==> src/sv/ecn_marking_packet_queue_top_assert.svh <==
// ----------------------------------------------------------------------------
// ECN marking packet queue assertion macros
// Shared property templates for the concurrent checks of the queue.
// ----------------------------------------------------------------------------
`ifndef ECN_MARKING_PACKET_QUEUE_TOP_ASSERT_SVH
`define ECN_MARKING_PACKET_QUEUE_TOP_ASSERT_SVH

// Overlapping implication, checked on every rising clock edge outside reset.
`define ECNQ_ASSERT_IMPLIES(lbl, clk, rst, ante, cons, msg) \
   lbl: assert property (@(posedge clk) disable iff (rst) (ante) |-> (cons)) \
      else $error(msg);

// Non-overlapping implication: the consequent is checked in the next cycle.
`define ECNQ_ASSERT_NEXT(lbl, clk, rst, ante, cons, msg) \
   lbl: assert property (@(posedge clk) disable iff (rst) (ante) |=> (cons)) \
      else $error(msg);

`endif

==> src/sv/ecnq_ram.sv <==
// ----------------------------------------------------------------------------
// ECN marking packet queue RAM
// Generic simple dual-port memory with one write port and a registered read.
// ----------------------------------------------------------------------------
`timescale 1ns / 1ps

module ecnq_ram #(
   parameter int WIDTH = 8,
   parameter int DEPTH = 16
) (
   input  logic                     clock,
   input  logic                     write_enable,
   input  logic [$clog2(DEPTH)-1:0] write_address,
   input  logic [WIDTH-1:0]         write_data,
   input  logic                     read_enable,
   input  logic [$clog2(DEPTH)-1:0] read_address,
   output logic [WIDTH-1:0]         read_data
);

   logic [WIDTH-1:0] mem [DEPTH];
   logic [WIDTH-1:0] read_data_ff;

   always_ff @(posedge clock) begin
      if (write_enable) begin
         mem[write_address] <= write_data;
      end
      if (read_enable) begin
         read_data_ff <= mem[read_address];
      end
   end

   assign read_data = read_data_ff;

endmodule

==> config.mk <==
export PLATFORM = sky130hd
export DESIGN_NAME = ecnq_ram
export DESIGN_NICKNAME = d
export VERILOG_FILES = /design/src/sv/ecn_marking_packet_queue_top_assert.svh /design/src/sv/ecnq_ram.sv
export SDC_FILE = /design/constraint.sdc
export NUM_CORES = 1
export LEC_CHECK = 0
export ABC_CLOCK_PERIOD_IN_PS = 1800
export BUFFER_PORTS_ARGS = -buffer_cell sky130_fd_sc_hd__clkbuf_2
export CAP_MARGIN = 40
export CORE_MARGIN = 3
export CORE_UTILIZATION = 60
export CTS_CLUSTER_DIAMETER = 100
export DETAILED_ROUTE_END_ITERATION = 12
export GPL_TIMING_DRIVEN = 0
export PLACE_DENSITY = 0.78
export SYNTH_ARGS = -nofsm -noshare
export SYNTH_HDL_FRONTEND = slang
export SYNTH_SLANG_ARGS = --single-unit
export TNS_END_PERCENT = 1
==> constraint.sdc <==
create_clock -name clock -period 1.8 [get_ports clock]
set_input_delay 0.09 -clock clock [delete_from_list [all_inputs] [get_ports clock]]
set_output_delay 0.09 -clock clock [all_outputs]
set_load 0.005 [all_outputs]
* Yosys cells after proc, flatten, opt, wreduce, memory -nomap -nowiden
Memories as Yosys holds them, arrays and structs flattened. A register that Yosys moved wholly into a read port is not among the register bits.
Cells that the tools add are included.
** Word-level totals
- Logic and storage cells :: 3
- Bits in registers :: 0
- Output and inout bits :: 8
- RAM bits :: 128
- Bits of input ports :: 19
- Memories kept :: 1
** Operators by class
- Multiplexer cells :: 2
** Memories
- mem :: depth 16, width 8, rd ports 1, clocked after memory_dff 1, wr ports 1, RTL line ecnq_ram.sv:20 : logic [WIDTH-1:0] mem [DEPTH];
** Operators with widths (count)
- $mux 1 :: 2

* Logic depth before layout (Yosys ltp)
- Depth after elaboration :: 2
- Depth in mapped cells :: 5
- Mapped depth without buffers :: 3

* Least setup slack after synthesis
No wires, ideal clock.
- Kind :: input to register
- From :: input port write_address[2]
- To :: memory mem[0][0], enable pin
- Path buffers :: 0
- Setup slack :: 217 ps
- Arrival :: 1200 ps
- Library setup time :: 383 ps
- Stages :: 2
- Cells stage by stage :: or3b_2 -> nor3_1
** RTL lines
- start, declared :: RTL line ecnq_ram.sv:13 : input logic [$clog2(DEPTH)-1:0] write_address,
- end, declared :: RTL line ecnq_ram.sv:20
No word-level cell before the write port.

==> impl_metrics.yaml <==
status:
  status: "complete, no violations"
timing:
  fin_crit_sh_pct: 87.79
  rsz0062_at_grt: "false"
  fmax_ghz: 0.6328
  report.final.slew_viol_count: 0
  slew-limit-headroom_pct: 46.13
  skew_ns: 0.01229
  setup_ws_ns: 0.2198
  finalSetupTns_ns: 0
  setup_violations: 0
  hold_viol: 0
  tightest_slew_ns: 0.8018
  fin_crit_ns: 1.580
  hold_slack_ns: 0.04345
global_routing:
  antenna_found_initial: 0
  grt_max_degree: 17
  grt_pass1_wl_mm: 15.29
  grtUsageTotal_pct: 22.42
  grt_pass1_vias: 2526
  overflow: 0
flow_run:
  max-cap-violations: 0
worst_setup_path:
  critPathRequiredTime_ns: 2.05
  cp-end-kind: "flop"
  rrSetupSlack_ns: 0.22
  critPathMaxFanout: 1
  reg2reg_depth: 3
  critical_path_class: "flop to flop"
  worstReg2RegStart: "mem[5][0]"
  cp-start-kind: "flop"
  r2r_end: "read_data[0]"
  crit_arrival_ns: 1.83
clocking:
  path_clk_slew_ns: 0.06
  cts.sinks: 136
  clock_latency_ns: 0.51
  clockRootBuffer: "clkbuf_8"
  numCtsBuffers: 17
  clock_path_buffers: 2
  cts_tree: "built"
  h-tree-depth: 4
  post-cts-setup-buffer-count: 0
synth:
  ys_seq_area_share_pct: 78.12
  synth_async_sr_flop_share_pct: 0
  synth_edf_count: 136
  synth_fp_nets: 248
  syn_area_per_cell_um2: 22.83
  syn_inst: 229
  yosys_warnings: 0
  synth_cell_types: 18
  netlist_area_um2: 5228
  ys.flop_type: "edfxtp_1"
  ys_seq_elements: 136
routing:
  dr_total_vias: 2540
  drt-total-wl_mm: 9.916
  drc: 0
  dr.first_iter.drc_count: 262
  firstDrtPassIters: 5
  routedWlPerCell_um: 25.04
  via_per_inst: 6.414
  drtAntennaViolNets: 0
final_layout:
  drive_gt1_share_pct: 29.90
  area_growth_pct: 16.08
  stdcell_area_um2: 6068
  layout_common_cells: "edfxtp_1 (136), clkbuf_2 (25), mux4_2 (18)"
  diodes: 0
  layout_commonest_cell: "edfxtp_1"
  nets: 297
power_and_ir_drop:
  p_leak_nw: 2.042
  finalPower_mw: 7.098
  power.density_nw_per_um2: 1170
  max-vdd-ir-drop_mv: 0.8119
worst_hold_path:
  holdPathStages: 1
  hp-class: "input pin to flop"
  hold_path_end: "mem[8][7]"
  min_from: "write_data[7]"
placed_design:
  place.gp.congestion: 0.6880
  hpwl_mm: 6.113
  pre_cts_ws_ns: -0.01959
  placed_cell_area_um2: 5507
  io_buffers: 25
floorplan:
  core_um2: 8341
  fp.dieW_um: 99.34
  num_rows: 33
  die_h_um: 99.34
  io_pins: 27
  die_area_um2: 9868
  start_util_pct: 62.68
[synthesized netlist by cell type (2+ instances only)]
| cell | number | area [um2] |
|---|---|---|
| a22oi_1 | 16 | 120.1 |
| buf_2 | 3 | 15.01 |
| buf_6 | 3 | 33.78 |
| clkdlybuf4s25_2 | 3 | 30.03 |
| edfxtp_1 | 136 | 4084 |
| mux4_1 | 14 | 367.9 |
| mux4_2 | 18 | 405.4 |
| nand2_1 | 9 | 33.78 |
| nand2b_1 | 2 | 12.51 |
| nand3b_1 | 2 | 15.01 |
| nor2_1 | 13 | 48.80 |
| nor3_1 | 4 | 20.02 |
[through the flow]
step                      utilization, %  instances
after detailed placement           66.02        363
after global routing               72.76        396
after global placement             65.75        359
after CTS                          72.76        396
after floorplan                        -        229
final                              72.76        396
[power by group]
part           leakage [nW]  switching (mW)  internal (mW)  total, mW
logic                 0.548           0.198          0.139      0.337
clock network         0.257            1.23           1.95       3.17
registers              1.24          0.0172           3.57       3.59
[worst max-delay path by stage]
stage / start / endpoint / slack (ns) / cells past startpoint
floorplan: write_address[2] / mem[0][0] / 0.22 / 2
global placement: write_address[2] / mem[0][7] / -0.30 / 3
detailed placement: write_address[2] / mem[0][3] / -0.02 / 4
CTS: mem[5][0] / read_data[0] / 0.19 / 3
global route: mem[5][0] / read_data[0] / 0.19 / 3
finish: mem[5][0] / read_data[0] / 0.22 / 3
[kinds of logic (layout without fill, tap and decap cells)]
logic type	after synthesis	count (layout)	share of synthesized area [%]
compound gates	16	16	2.298
buf+inv	10	72	1.651
flops	136	136	78.12
mux	32	32	14.79
simple gates	35	35	3.136
[flip-flops by register name, indices dropped and copies added (netlist names)]
signal	cells
mem	128
read_data	8
[per-layer routing]
layer | global-route usage (%) | wire length (um) | vias to the layer above
li1 | - | - | 1085
met1 | 32.25 | 3967 | 1308
met2 | 34.30 | 4970 | 136
met3 | 5.540 | 834 | 11
met4 | 8.088 | 144 | 0
met5 | 0 | 0 | -
[cell type report]
| type | instances | area, um2 |
|---|---|---|
| buffer | 10 | 86.33 |
| clock buffer | 18 | 417.9 |
| clock inverter | 14 | 133.9 |
| fill | 491 | 2272 |
| multi-input combinational | 83 | 1057 |
| sequential | 136 | 4084 |
| tap | 105 | 131.4 |
| timing repair buffer | 30 | 157.7 |
[worst max-delay path: stages (launching register included)]
cell	delay (ns)
edfxtp_1	0.36
mux4_1	0.56
a22oi_1	0.27
nand2_1	0.13
[timing repair]
action / 4_1_cts / 5_1_grt
hold buffers: 1 / 0
gates resized for setup: 0 / 0
hold endpoints to repair: 8 / 0
Note: power is estimated with default switching activity, not from simulation.
