===== src/sv/ecn_marking_packet_queue_top_assert.svh =====
// ----------------------------------------------------------------------------
// ECN marking packet queue assertion macros
// Shared property templates for the concurrent checks of the queue.
// ----------------------------------------------------------------------------
`ifndef ECN_MARKING_PACKET_QUEUE_TOP_ASSERT_SVH
`define ECN_MARKING_PACKET_QUEUE_TOP_ASSERT_SVH

// Overlapping implication, checked on every rising clock edge outside reset.
`define ECNQ_ASSERT_IMPLIES(lbl, clk, rst, ante, cons, msg) \
   lbl: assert property (@(posedge clk) disable iff (rst) (ante) |-> (cons)) \
      else $error(msg);

// Non-overlapping implication: the consequent is checked in the next cycle.
`define ECNQ_ASSERT_NEXT(lbl, clk, rst, ante, cons, msg) \
   lbl: assert property (@(posedge clk) disable iff (rst) (ante) |=> (cons)) \
      else $error(msg);

`endif


===== src/sv/ecnq_pkg.sv =====
// ----------------------------------------------------------------------------
// ECN marking packet queue package
// Sizes, status codes, register indexes and shared types of the queue.
// ----------------------------------------------------------------------------
`timescale 1ns / 1ps

package ecnq_pkg;

   // Queue geometry.
   localparam int QUEUE_DEPTH  = 1024;
   localparam int HANDLE_WIDTH = 32;
   localparam int ADDR_W       = $clog2(QUEUE_DEPTH);
   localparam int CNT_W        = $clog2(QUEUE_DEPTH + 1);

   // Fixed field widths of the ports.
   localparam int FIELD_W      = 15;
   localparam int LEN_W        = 16;
   localparam int OUT_HANDLE_W = 32;
   localparam int WIRE_W       = 20;
   localparam int STATUS_W     = 3;
   localparam int COUNTER_W    = 32;
   localparam int CSR_IDX_W    = 2;
   localparam int CSR_DATA_W   = 15;

   localparam int ENTRY_W      = 1 + LEN_W + HANDLE_WIDTH;

   // Capacity limits and wire overhead.
   localparam int MIN_CAPACITY   = 4;
   localparam int CAPACITY_RESET = 1024;
   localparam int WIRE_OVERHEAD  = 24;

   // Result status codes.
   localparam logic [STATUS_W-1:0] ST_ENQUEUED = 3'd0;
   localparam logic [STATUS_W-1:0] ST_DROPPED  = 3'd1;
   localparam logic [STATUS_W-1:0] ST_DEQUEUED = 3'd2;
   localparam logic [STATUS_W-1:0] ST_EMPTY    = 3'd3;
   localparam logic [STATUS_W-1:0] ST_BLOCKED  = 3'd4;

   // Configuration register indexes.
   localparam logic [CSR_IDX_W-1:0] CSR_CAPACITY     = 2'd0;
   localparam logic [CSR_IDX_W-1:0] CSR_HIGH_WATER   = 2'd1;
   localparam logic [CSR_IDX_W-1:0] CSR_LOW_WATER    = 2'd2;
   localparam logic [CSR_IDX_W-1:0] CSR_BACKPRESSURE = 2'd3;

   // One stored descriptor.
   typedef struct packed {
      logic                    mark;
      logic [LEN_W-1:0]        length;
      logic [HANDLE_WIDTH-1:0] handle;
   } entry_type;

   // Decision of one transaction, handed from the control to the response stage.
   typedef struct packed {
      logic                valid;
      logic [STATUS_W-1:0] status;
      logic                mark;
      logic                underload;
   } stage_type;

   // Running statistics of the queue.
   typedef struct packed {
      logic [COUNTER_W-1:0] enqueued;
      logic [COUNTER_W-1:0] dequeued;
      logic [COUNTER_W-1:0] dropped;
      logic [CNT_W-1:0]     count;
      logic [CNT_W-1:0]     peak;
   } stats_type;

endpackage


===== src/sv/ecnq_rsp.sv =====
// ----------------------------------------------------------------------------
// ECN marking packet queue response stage
// Merges the decision with the popped descriptor into the result registers.
// ----------------------------------------------------------------------------
`timescale 1ns / 1ps

module ecnq_rsp (
   input  logic                              clock,
   input  logic                              reset,
   input  ecnq_pkg::stage_type               stage,
   input  ecnq_pkg::entry_type               read_entry,
   input  ecnq_pkg::stats_type               stats,
   output logic                              rsp_valid,
   output logic [ecnq_pkg::STATUS_W-1:0]     rsp_status,
   output logic                              rsp_ecn_marked,
   output logic [ecnq_pkg::OUT_HANDLE_W-1:0] rsp_out_handle,
   output logic [ecnq_pkg::LEN_W-1:0]        rsp_out_length,
   output logic [ecnq_pkg::WIRE_W-1:0]       rsp_wire_bits,
   output logic [ecnq_pkg::FIELD_W-1:0]      rsp_occupancy,
   output logic                              rsp_underload,
   output logic [ecnq_pkg::COUNTER_W-1:0]    rsp_enqueued_total,
   output logic [ecnq_pkg::COUNTER_W-1:0]    rsp_dequeued_total,
   output logic [ecnq_pkg::COUNTER_W-1:0]    rsp_dropped_total,
   output logic [ecnq_pkg::FIELD_W-1:0]      rsp_peak_occupancy
);

   import ecnq_pkg::*;

   localparam int SUM_W = WIRE_W - 3;

   logic                    valid_ff;
   logic [STATUS_W-1:0]     status_ff;
   logic                    mark_ff, mark_in;
   logic [OUT_HANDLE_W-1:0] handle_ff, handle_in;
   logic [LEN_W-1:0]        length_ff, length_in;
   logic [WIRE_W-1:0]       wire_ff, wire_in;
   logic [FIELD_W-1:0]      occ_ff;
   logic                    underload_ff;
   logic [COUNTER_W-1:0]    enq_ff, deq_ff, drop_ff;
   logic [FIELD_W-1:0]      peak_ff;

   logic                    popped;
   logic [SUM_W-1:0]        wire_sum;

   assign popped   = stage.status == ST_DEQUEUED;
   assign wire_sum = SUM_W'(read_entry.length) + SUM_W'(WIRE_OVERHEAD);

   always_comb begin
      mark_in   = stage.mark;
      handle_in = '0;
      length_in = '0;
      wire_in   = '0;
      if (popped) begin
         mark_in   = read_entry.mark;
         handle_in = OUT_HANDLE_W'(read_entry.handle);
         length_in = read_entry.length;
         wire_in   = {wire_sum, 3'b000};
      end
   end

   always_ff @(posedge clock) begin
      if (reset) begin
         valid_ff <= 1'b0;
      end else begin
         valid_ff <= stage.valid;
      end
   end

   // The statistics already hold this transaction's effect and nothing later.
   always_ff @(posedge clock) begin
      status_ff    <= stage.status;
      mark_ff      <= mark_in;
      handle_ff    <= handle_in;
      length_ff    <= length_in;
      wire_ff      <= wire_in;
      occ_ff       <= FIELD_W'(stats.count);
      underload_ff <= stage.underload;
      enq_ff       <= stats.enqueued;
      deq_ff       <= stats.dequeued;
      drop_ff      <= stats.dropped;
      peak_ff      <= FIELD_W'(stats.peak);
   end

   assign rsp_valid          = valid_ff;
   assign rsp_status         = status_ff;
   assign rsp_ecn_marked     = mark_ff;
   assign rsp_out_handle     = handle_ff;
   assign rsp_out_length     = length_ff;
   assign rsp_wire_bits      = wire_ff;
   assign rsp_occupancy      = occ_ff;
   assign rsp_underload      = underload_ff;
   assign rsp_enqueued_total = enq_ff;
   assign rsp_dequeued_total = deq_ff;
   assign rsp_dropped_total  = drop_ff;
   assign rsp_peak_occupancy = peak_ff;

endmodule


===== config.mk =====
export PLATFORM = sky130hd
export DESIGN_NAME = ecnq_rsp
export DESIGN_NICKNAME = d
export VERILOG_FILES = /design/src/sv/ecn_marking_packet_queue_top_assert.svh /design/src/sv/ecnq_pkg.sv /design/src/sv/ecnq_rsp.sv
export SDC_FILE = /design/constraint.sdc
export NUM_CORES = 1
export LEC_CHECK = 0
export ABC_AREA = 1
export BUFFER_PORTS_ARGS = -buffer_cell sky130_fd_sc_hd__buf_2
export CORE_AREA = 3 3 145 147
export DETAILED_ROUTE_END_ITERATION = 16
export DIE_AREA = 0 0 148 150
export GPL_ROUTABILITY_DRIVEN = 0
export PLACE_DENSITY = 0.58
export SLEW_MARGIN = 10
export SYNTH_ARGS = -nofsm -noshare
export SYNTH_HDL_FRONTEND = slang
export SYNTH_SLANG_ARGS = --single-unit

===== constraint.sdc =====
create_clock -name clock -period 2.8 [get_ports clock]
set_clock_uncertainty 0.05 [all_clocks]
set_input_delay 0.28 -clock clock [delete_from_list [all_inputs] [get_ports clock]]
set_output_delay 0.28 -clock clock [all_outputs]
set_load 0.05 [all_outputs]

Word level (Yosys, flattened, before mapping)
Index checks and enable logic that the tools add are counted.
{ "word_totals": {"out_inout_bits": 200, "regBits": 192, "input_bits": 175} }
{ "op_classes": {"muxes": 1, "add_sub_neg": 1, "eq_ne": 1} }
{ "op_table": {"columns": ["operator", "n"], "rows": [
  ["16-bit by 5-bit adder with 17-bit output (second input constant)", 1],
  ["3-bit by 2-bit equality test with 1-bit output (second input constant)", 1],
  ["1-bit 2-to-1 mux", 1]
]} }

Longest topological paths before layout
Gate-level depths: netlist (run 1).
{ "logic_depth": {"depth_word": 2, "mapped_depth": 8, "depth_no_buf": 8} }

Least setup slack after synthesis (run 1)
OpenSTA, ideal clock, no wires.
{ "synth_path": {"path_kind": "reg2out", "start": "register, netlist name rsp_out_length[0]", "end": "output rsp_wire_bits[3] (netlist bit)", "path_stages_with_launch": 2, "t_required_ps": 2470, "t_arrival_ps": 894, "path_slack_ps": 1576, "cell_sequence": "dfxtp_1 -> buf_4"} }
{ "synth_lines": {"columns": ["item", "line_no", "rtl"], "rows": [
  ["to (decl)", "ecnq_rsp.sv:18", "output logic [ecnq_pkg::WIRE_W-1:0] rsp_wire_bits,"]
]} }

Final worst setup path (run 1)
{ "layout_path": {"start": "input stage[3] (netlist bit)", "end": "register handle_ff[16] (netlist: rsp_out_handle[16])"} }
{ "layout_via": {"elab_chain_len": 1} }
{ "layout_rtl": {"columns": ["item", "line_no", "rtl"], "rows": [
  ["from (decl)", "ecnq_rsp.sv:10", "input ecnq_pkg::stage_type stage,"],
  ["3-bit by 2-bit equality test with 1-bit output", "ecnq_rsp.sv:45", "assign popped = stage.status == ST_DEQUEUED;"],
  ["to (signal assigned)", "ecnq_rsp.sv:73", "handle_ff <= handle_in;"],
  ["to (decl)", "ecnq_rsp.sv:34", "logic [OUT_HANDLE_W-1:0] handle_ff, handle_in;"]
]} }
Every way passes these cells.
A chain may end at the register's enable or synchronous reset.

==> results of run 1 <==
-- power by group --
group | internal (uW) | leakage (uW) | switching (uW)
sequential | 2760 | 0.00155 | 31.8
clock | 1200 | 0.000278 | 1140
combinational | 316 | 0.00271 | 641
-- how the worst min path moves through the flow --
stage / endpoint / slack [ps] / depth (start not counted)
after floorplan: rsp_dequeued_total[0] / 260 / 0
after global placement: rsp_dequeued_total[26] / 330 / 1
after detailed placement: rsp_enqueued_total[1] / 330 / 1
after CTS: rsp_out_handle[20] / 0.3 / 3
after global routing: rsp_out_handle[9] / 1 / 3
final: rsp_out_handle[9] / 20 / 3
-- critical path: cells and delay by family --
kind	cells	cell delay (ps)
buffers and inverters	4	1410
AND/OR/NAND/NOR	2	150
-- sequential cells by signal, indices dropped and copies added, names as in the netlist, 3 cells and up --
name	flops
rsp_dequeued_total	32
rsp_peak_occupancy	11
rsp_out_length	16
rsp_dropped_total	32
rsp_enqueued_total	32
rsp_out_handle	32
rsp_status	3
rsp_occupancy	11
rsp_wire_bits	14
-- through the flow --
stage / std cells / area, sq um / hold WS, ps / utilization [%] / total power (uW)
global placement: 1007 / 6670 / 332 / 33.3 / 3640
floorplan: 393 / 4640 / 258 / - / 3390
global route: 1187 / 8710 / 1.03 / 43.4 / 6330
CTS: 1184 / 8700 / 0.322 / 43.4 / 6160
detailed placement: 1007 / 6670 / 334 / 33.3 / 3640
finish: 1187 / 8710 / 18.9 / 43.4 / 6090
-- what timing repair did --
action                                 CTS  global route
endpoints found under the hold margin  145             0
hold buffers                           145             0
buffers inserted                         0             0
-- layout make-up --
cell class / instances / area share (%)
flip-flops and latches: 186 / 42.8
repair buffers: 509 / 37.6
multi-input cells: 129 / 6.48
clock buffers: 18 / 4.93
well taps: 270 / 3.88
inverters: 58 / 2.50
clock inverters: 14 / 1.72
diodes: 3 / 0.0862
-- logic make-up (layout without fill, tap and decap cells) --
group | count (synthesis) | in the layout | share of synthesized area, %
adders and majority gates | 1 | 1 | 0.272
other | 1 | 14 | 0.0814
xor gates and xnor gates | 1 | 1 | 0.190
and+or+nand+nor | 106 | 106 | 9.73
buffers and inverters | 78 | 599 | 7.72
DFF | 186 | 186 | 80.8
AOI/OAI and AO/OA | 10 | 10 | 1.17
-- metal layers --
layer	share of wire [%]	GRT usage, %	up-vias
met2	56	28.6	194
met3	7.0	4.75	35
met4	3.1	7.94	0
met5	0	0	-
li1	-	-	2147
met1	34	14.9	2046
-- synth_stat cells --
master	instances	area share, %
nor3_2	1	0.22
nand3_1	5	0.54
conb_1	1	0.081
xor2_1	1	0.19
a21oi_1	4	0.43
nand2_1	25	2.0
ha_1	1	0.27
nor2_1	66	5.4
buf_2	5	0.54
nand4_1	3	0.41
nand2_2	1	0.14
nor2_2	2	0.27
inv_2	2	0.16
inv_1	56	4.6
o21ai_0	3	0.33
o21ai_1	2	0.22
nor2_4	3	0.73
buf_4	15	2.4
dfxtp_1	186	81
a21oi_2	1	0.19
==> flow_summary_export.csv, run 1 <==
group,metric,value,unit
run_status,outcome,"complete, no violations",
place,post-place-ws,1220,ps
synthesis,synth_seq_cells,186,
finish,seq_area,3720,sq um
timing,clock.fmax,597,MHz
synthesis,synth.avg_cell_area,12.0,sq um
timing,slew_headroom,36.7,%
route,first_pass_iters,4,
worst_setup_path,start_kind,"primary input",
synthesis,yosysUniqueCellTypes,20,
power,p_per_area,700,nW/um^2
cts,cts_root_buf,"clkbuf_16",
die,rows,52,
worst_setup_path,slowest_stage,"inv_2",
cts,clk_pin_slew,80,ps
worst_setup_path,critPathRequiredTime,3020,ps
finish,mostFrequentLayoutCells,"363 x buf_2, 186 x dfxtp_1, 145 x dlygate4sd3_1",
grt,grt_pass1_wl,25300,um
route,first_iter_violations,84,
grt,antenna_found_initial,3,
die,initial_core_util,23.0,%
worst_setup_path,crit_chain,"dlygate4sd3_1, buf_2, inv_1, nor3_2, inv_2, nor2_1",
timing,setup_viol,0,
route,drtAntennaViolNets,0,
timing,rsz0062_at_grt,"false",
worst_setup_path,worstSetupPathType,"in -> reg",
die,coreArea,20000,sq um
die,pin_count,375,
finish,final_common_cell,"buf_2",
cts,numCtsBuffers,17,
finish,n_fill_cell,1947,
route,vias,4422,
cts,htree_levels,4,
synthesis,synth_cells,383,
cts,clk_path_buf_depth,2,
synthesis,synth_area,4610,sq um
finish,drive_gt1_share,44.3,%
cts,cts_resized,0,
grt,grt_use_total,15.2,%
grt,grt_pass1_vias,4579,
timing,min_period,1670,ps
worst_setup_path,worstPathMaxFanout,52,
die,dieArea,22200,sq um
grt,grt_max_degree,53,
power,irDropWorstVdd,369,uV
worst_setup_path,critPathCapture,"rsp_out_handle[16]",
worst_hold_path,hold_path_class,"in -> reg",
route,wire_per_inst,14.9,um
route,drc_errors,0,
finish,multi_input_area,564,sq um
synthesis,seq_area_frac_synth,80.8,%
die,die_w,148,um
cts,cts_tree,"yes",
place,dp_hpwl,12600,um
worst_setup_path,startpoint,"stage[3]",
place,io_buffer_count,363,
finish,syn_to_final_growth,89.0,%
worst_setup_path,cp_data_arrival_time,1890,ps
route,routed_wl,17600,um
cts,cts_sinks,186,
timing,fin_crit_sh,59.8,%
route,viasPerCell,3.73,
timing,hold_viol_final,0,
finish,nets,1077,
timing,slew_violations,0,
die,die_h,150,um
power,p_leak,0.00454,uW
timing,fin_ws,1130,ps
worst_hold_path,min-delay-start,"read_entry[9]",
worst_setup_path,end_kind,"flop",
timing,tightest_slew,950,ps
job,maxCapViolCount,0,
worst_setup_path,max_stage_delay,660,ps
synthesis,ys_warn_count,0,
grt,overflow,0,
timing,finalSetupTns,0,ps
Note: power is estimated with default switching activity, not from simulation.
==> run 2, diff against run 1 <==
--- a/config.mk
+++ b/config.mk
@@ -7,11 +7,11 @@
 export LEC_CHECK = 0
 export ABC_AREA = 1
 export BUFFER_PORTS_ARGS = -buffer_cell sky130_fd_sc_hd__buf_2
-export CORE_AREA = 3 3 145 147
+export CORE_AREA = 3 3 143 145
 export DETAILED_ROUTE_END_ITERATION = 16
-export DIE_AREA = 0 0 148 150
+export DIE_AREA = 0 0 146 148
 export GPL_ROUTABILITY_DRIVEN = 0
-export PLACE_DENSITY = 0.58
+export PLACE_DENSITY = 0.61
 export SLEW_MARGIN = 10
 export SYNTH_ARGS = -nofsm -noshare
 export SYNTH_HDL_FRONTEND = slang
==> constraint.sdc (replaced) <==
create_clock -name clock -period 1.4 [get_ports clock]
set_clock_uncertainty 0.05 [all_clocks]
set_input_delay 0.14 -clock clock [delete_from_list [all_inputs] [get_ports clock]]
set_output_delay 0.14 -clock clock [all_outputs]
set_load 0.05 [all_outputs]
==> flow_summary_export.csv, run 2 (synthesis gave the netlist of run 1 again) <==
group,metric,value,unit
run_status,outcome,"complete, no violations",
cts,numCtsBuffers,17,
place,io_buffer_count,363,
place,dp.cells,1004,
worst_setup_path,worstSetupPathType,"in -> reg",
grt,grt_use_total,15.8,%
finish,final_cells,1217,
finish,n_fill_cell,1757,
worst_setup_path,worstPathMaxFanout,5,
worst_hold_path,min-delay-start,"stats[79]",
die,coreArea,19300,sq um
worst_hold_path,hold_path_class,"in -> reg",
power,report.power.total,12400,uW
finish,final_common_cell,"buf_2",
finish,syn_to_final_growth,96.7,%
die,die_h,148,um
grt,antenna_found_initial,5,
grt,overflow,0,
route,drtAntennaViolNets,0,
route,wire_per_inst,14.6,um
route,viasPerCell,3.70,
timing,finalSetupTns,0,ps
finish,final_util,46.9,%
worst_hold_path,whs_path_depth,2,
worst_setup_path,slowest_stage,"dlygate4sd3_1",
route,first_pass_iters,4,
worst_setup_path,start_kind,"primary input",
grt,grt_max_degree,44,
timing,clock.fmax,788,MHz
grt,grt_pass1_wl,26000,um
timing,whs,294,ps
cts,cts_sinks,186,
grt,grt_pass1_vias,4761,
cts,clk_pin_slew,80,ps
power,irDropWorstVdd,741,uV
route,routed_wl,17800,um
die,pin_count,375,
die,rows,51,
die,initial_core_util,23.8,%
timing,min_period,1270,ps
cts,htree_levels,4,
worst_setup_path,max_stage_delay,520,ps
route,first_iter_violations,82,
worst_setup_path,cp_data_arrival_time,1530,ps
cts,clk_path_buf_depth,2,
timing,hold_viol_final,0,
worst_setup_path,critPathCapture,"rsp_wire_bits[16]",
worst_setup_path,end_kind,"flop",
route,drc_errors,0,
finish,mostFrequentLayoutCells,"363 x buf_2, 186 x dfxtp_1, 174 x dlygate4sd3_1",
timing,rsz0062_at_grt,"false",
worst_setup_path,critPathRequiredTime,1660,ps
job,maxCapViolCount,0,
power,p_per_area,1360,nW/um^2
die,die_w,146,um
cts,cts_root_buf,"clkbuf_16",
timing,fin_crit_sh,90.7,%
cts,cts_tree,"yes",
place,dp_hpwl,12400,um
timing,setup_viol,0,
timing,slew_violations,0,
finish,nets,1110,
worst_setup_path,crit_chain,"dlygate4sd3_1, buf_2, inv_1, ha_1, nor2_4, buf_4, nand3_1, nand2_1, a21oi_2",
worst_setup_path,startpoint,"read_entry[35]",
route,vias,4505,
finish,drive_gt1_share,43.3,%
worst_setup_path,path_delay_family,"buffers and inverters",
power,p_leak,0.00470,uW
worst_setup_path,critPathBufInv,4,
worst_setup_path,worstSetupPathDepth,9,
cts,cts_resized,0,
die,dieArea,21600,sq um
## run 2: final cells by class
cell class	count	area (sq um)	area share (%)
inverter	58	218	2.40
timing repair buffer	542	3610	39.8
sequential	186	3720	41.1
multi-input combinational	129	564	6.23
clock buffer	18	439	4.85
clock inverter	14	163	1.80
antenna	5	12.5	0.138
tap	265	332	3.66
## run 2: metal layers
layer / vias up / wire length [um] / GRT usage [%]
met5: - / 0 / 0
met4: 0 / 566 / 7.81
met3: 42 / 1370 / 5.61
met2: 225 / 9720 / 30.2
met1: 2025 / 6120 / 15.0
li1: 2213 / - / -
## run 2: worst min-delay path by stage
| stage | to | slack, ps |
|---|---|---|
| 2_1_floorplan | rsp_dequeued_total[0] | 120 |
| 3_3_place_gp | rsp_dequeued_total[14] | 190 |
| 3_5_place_dp | rsp_dequeued_total[13] | 190 |
| 4_1_cts | rsp_dropped_total[15] | 270 |
| 5_1_grt | rsp_peak_occupancy[7] | 280 |
| 6_report | rsp_dequeued_total[25] | 290 |
## run 2: repair_timing
action                     4_1_cts  5_1_grt
hold endpoints to repair       184        0
hold buffers                   174        0
setup endpoints to repair        0        2
buffers inserted                 0        2
## run 2: power breakdown
part	internal [uW]	switching, uW	leakage (uW)
combinational	694	1290	0.00286
clock	2470	2320	0.000295
sequential	5530	62.4	0.00155
## run 2: metrics by stage
stage	worst slack, ps	area, sq um
floorplan	316	4640
global placement	191	6690
detailed placement	172	6690
CTS	100	9030
global route	12.7	9060
finish	131	9060
==> run 3, diff against run 2 <==
--- a/config.mk
+++ b/config.mk
@@ -5,13 +5,13 @@
 export SDC_FILE = /design/constraint.sdc
 export NUM_CORES = 1
 export LEC_CHECK = 0
-export ABC_AREA = 1
 export BUFFER_PORTS_ARGS = -buffer_cell sky130_fd_sc_hd__buf_2
-export CORE_AREA = 3 3 143 145
+export CORE_AREA = 3 3 144 146
+export CTS_BUF_LIST = sky130_fd_sc_hd__clkbuf_4 sky130_fd_sc_hd__clkbuf_8
 export DETAILED_ROUTE_END_ITERATION = 16
-export DIE_AREA = 0 0 146 148
+export DIE_AREA = 0 0 147 149
 export GPL_ROUTABILITY_DRIVEN = 0
-export PLACE_DENSITY = 0.61
+export PLACE_DENSITY = 0.6
 export SLEW_MARGIN = 10
 export SYNTH_ARGS = -nofsm -noshare
 export SYNTH_HDL_FRONTEND = slang
==> flow_summary_export.csv, run 3 <==
group,metric,value,unit
worst_setup_path,cp_data_arrival_time,1720,ps
finish,nets,1040,
cts,cts_root_buf,"clkbuf_8",
worst_setup_path,worstSetupPathType,"in -> reg",
grt,antenna_found_initial,4,
cts,numCtsBuffers,17,
route,routedLengthMet1,6310,um
synthesis,synth_flop_cell,"dfxtp_1",
die,die_w,147,um
grt,grt_pass1_vias,4596,
grt,grt_max_degree,32,
place,dp_hpwl,12700,um
die,die_h,149,um
route,route.met2.wl,8920,um
worst_setup_path,critPathRequiredTime,1690,ps
route,vias,4246,
worst_setup_path,path_delay_family,"buffers and inverters",
place,dp.cells,934,
finish,drive_gt1_share,47.3,%
run_status,violations,"setup timing",
grt,grt_use_total,15.0,%
run_status,outcome,"finished with violations",
worst_hold_path,hold_path_class,"in -> reg",
route,routed_wl,17000,um
worst_hold_path,whs_path_depth,4,
timing,fin_ws,-29.2,ps
synthesis,synth.area.top_cells,"dfxtp_1 83%, and2_1 6.3%, buf_4 2.3%",
finish,mostFrequentLayoutCells,"363 x buf_2, 186 x dfxtp_1, 174 x dlygate4sd3_1",
grt,overflow,0,
place,place_area,6630,sq um
synthesis,synth_edf_count,0,
cts,clk_path_buf_depth,2,
place,io_buffer_count,363,
route,first_pass_iters,4,
timing,clock.fmax,700,MHz
cts,clk_pin_slew,100,ps
worst_setup_path,worstPathMaxFanout,8,
cts,cts_sinks,186,
die,rows,51,
synthesis,synth_area,4500,sq um
die,initial_core_util,23.1,%
die,pin_count,375,
power,p_per_area,1250,nW/um^2
route,drc_errors,0,
route,maxUsedRoutingLayer,"met4",
route,first_iter_violations,92,
timing,setup_viol,3,
timing,hold_viol_final,0,
worst_setup_path,max_stage_delay,540,ps
worst_setup_path,slowest_stage,"dlygate4sd3_1",
synthesis,yosysUniqueCellTypes,29,
synthesis,ys_async_sr_fraction,0,%
finish,syn_to_final_growth,95.3,%
die,coreArea,19500,sq um
finish,design_area,8790,sq um
worst_setup_path,end_kind,"flop",
finish,n_fill_cell,1806,
timing,rsz0062_at_grt,"true",
worst_setup_path,start_kind,"primary input",
finish,final_common_cell,"buf_2",
route,viasPerCell,3.70,
synthesis,ys_warn_count,0,
timing,min_period,1430,ps
power,p_leak,0.00436,uW
worst_setup_path,critPathBufInv,2,
route,wire_per_inst,14.8,um
route,drtAntennaViolNets,0,
synthesis,seq_area_frac_synth,82.7,%
synthesis,yosys.cell_count.top_type,"dfxtp_1",
die,dieArea,21900,sq um
finish,final_cells,1147,
timing,fin_crit_sh,102,%
grt,grt_pass1_wl,25000,um
cts,htree_levels,4,
job,maxCapViolCount,0,
synthesis,synth.avg_cell_area,14.6,sq um
cts,cts_tree,"yes",
worst_setup_path,crit_chain,"dlygate4sd3_1, buf_2, nand4_4, nor4b_4, mux2_2",
synthesis,synth_commonest_cells,"186 x dfxtp_1, 45 x and2_1, 14 x buf_4, 14 x nor2_1",
synthesis,synth_cells,308,
synthesis,synth_top_area_share,82.7,%
power,report.power.total,11000,uW
timing,slew_violations,0,
synthesis,synth_seq_cells,186,
synthesis,synth_top_area_cell,"dfxtp_1",
route,wl_met3,1530,um
power,irDropWorstVdd,600,uV
worst_setup_path,worstSetupPathDepth,5,
## run 3: changes by cell type after synthesis, moves of 3 or more
| cell | previous run | this run |
|---|---|---|
| clkbuf_1 | 0 | 6 |
| mux2_2 | 0 | 3 |
| buf_2 | 5 | 1 |
| nor2_4 | 3 | 0 |
| nand2_1 | 25 | 6 |
| inv_1 | 56 | 3 |
| nand3_1 | 5 | 1 |
| nor2_1 | 66 | 14 |
| and2_1 | 0 | 45 |
## run 3: cells by family (layout without fill, tap and decap cells)
group           Yosys count  count (layout)  share of synthesized area, %
mux                       6               6                          1.47
other cells               1              17                        0.0833
flops                   186             186                          82.7
simple gates             82              82                          11.1
fa+ha+maj                 1               1                         0.278
buf+inv                  24             582                          3.20
compound gates            5               5                         0.556
xor+xnor                  3               3                         0.584
## run 3: final timing paths
kind / endpoint / startpoint
setup / recovery: rsp_wire_bits[15] / read_entry[38]
hold / removal: rsp_wire_bits[11] / read_entry[39]
## run 3: where the power goes
part,total [uW],switching [uW],internal (uW)
clock network,3440,2110,1330
logic,1950,1250,700
registers,5590,62.6,5530
total,11000,3420,7560
## run 3: through the flow
| step | hold slack, ps | setup WS (ps) | setup TNS [ps] | utilization [%] |
|---|---|---|---|---|
| after floorplan | 118 | 269 | 0 | - |
| after global placement | 192 | 58.5 | 0 | 33.9 |
| after detailed placement | 194 | 24.2 | 0 | 33.9 |
| after CTS | 1.54 | 28.8 | 0 | 44.8 |
| after global routing | 24.6 | -28.3 | -95.5 | 45.0 |
| final | 63.9 | -29.2 | -49.7 | 45.0 |
## run 3: per-layer routing
metal | up-vias | GRT usage [%]
li1 | 2058 | -
met1 | 1944 | 15.7
met2 | 225 | 26.5
met3 | 19 | 6.62
met4 | 0 | 5.64
met5 | - | 0
## run 3: final cells by class
type                            instances  area (sq um)  area share [%]
Clock buffer                           17           234            2.66
Sequential cell                       186          3720            42.3
Multi-Input combinational cell        108           691            7.85
Tap cell                              265           332            3.77
Inverter                                3          11.3           0.128
Clock inverter                         14           146            1.66
Antenna cell                            6          15.0           0.171
Timing Repair Buffer                  548          3640            41.4
## run 3: timing repair
action,4_1_cts,5_1_grt
hold buffers,173,1
hold endpoints to repair,183,1
endpoints found under the setup margin,0,4
resized for setup,0,3
buffers inserted,0,2
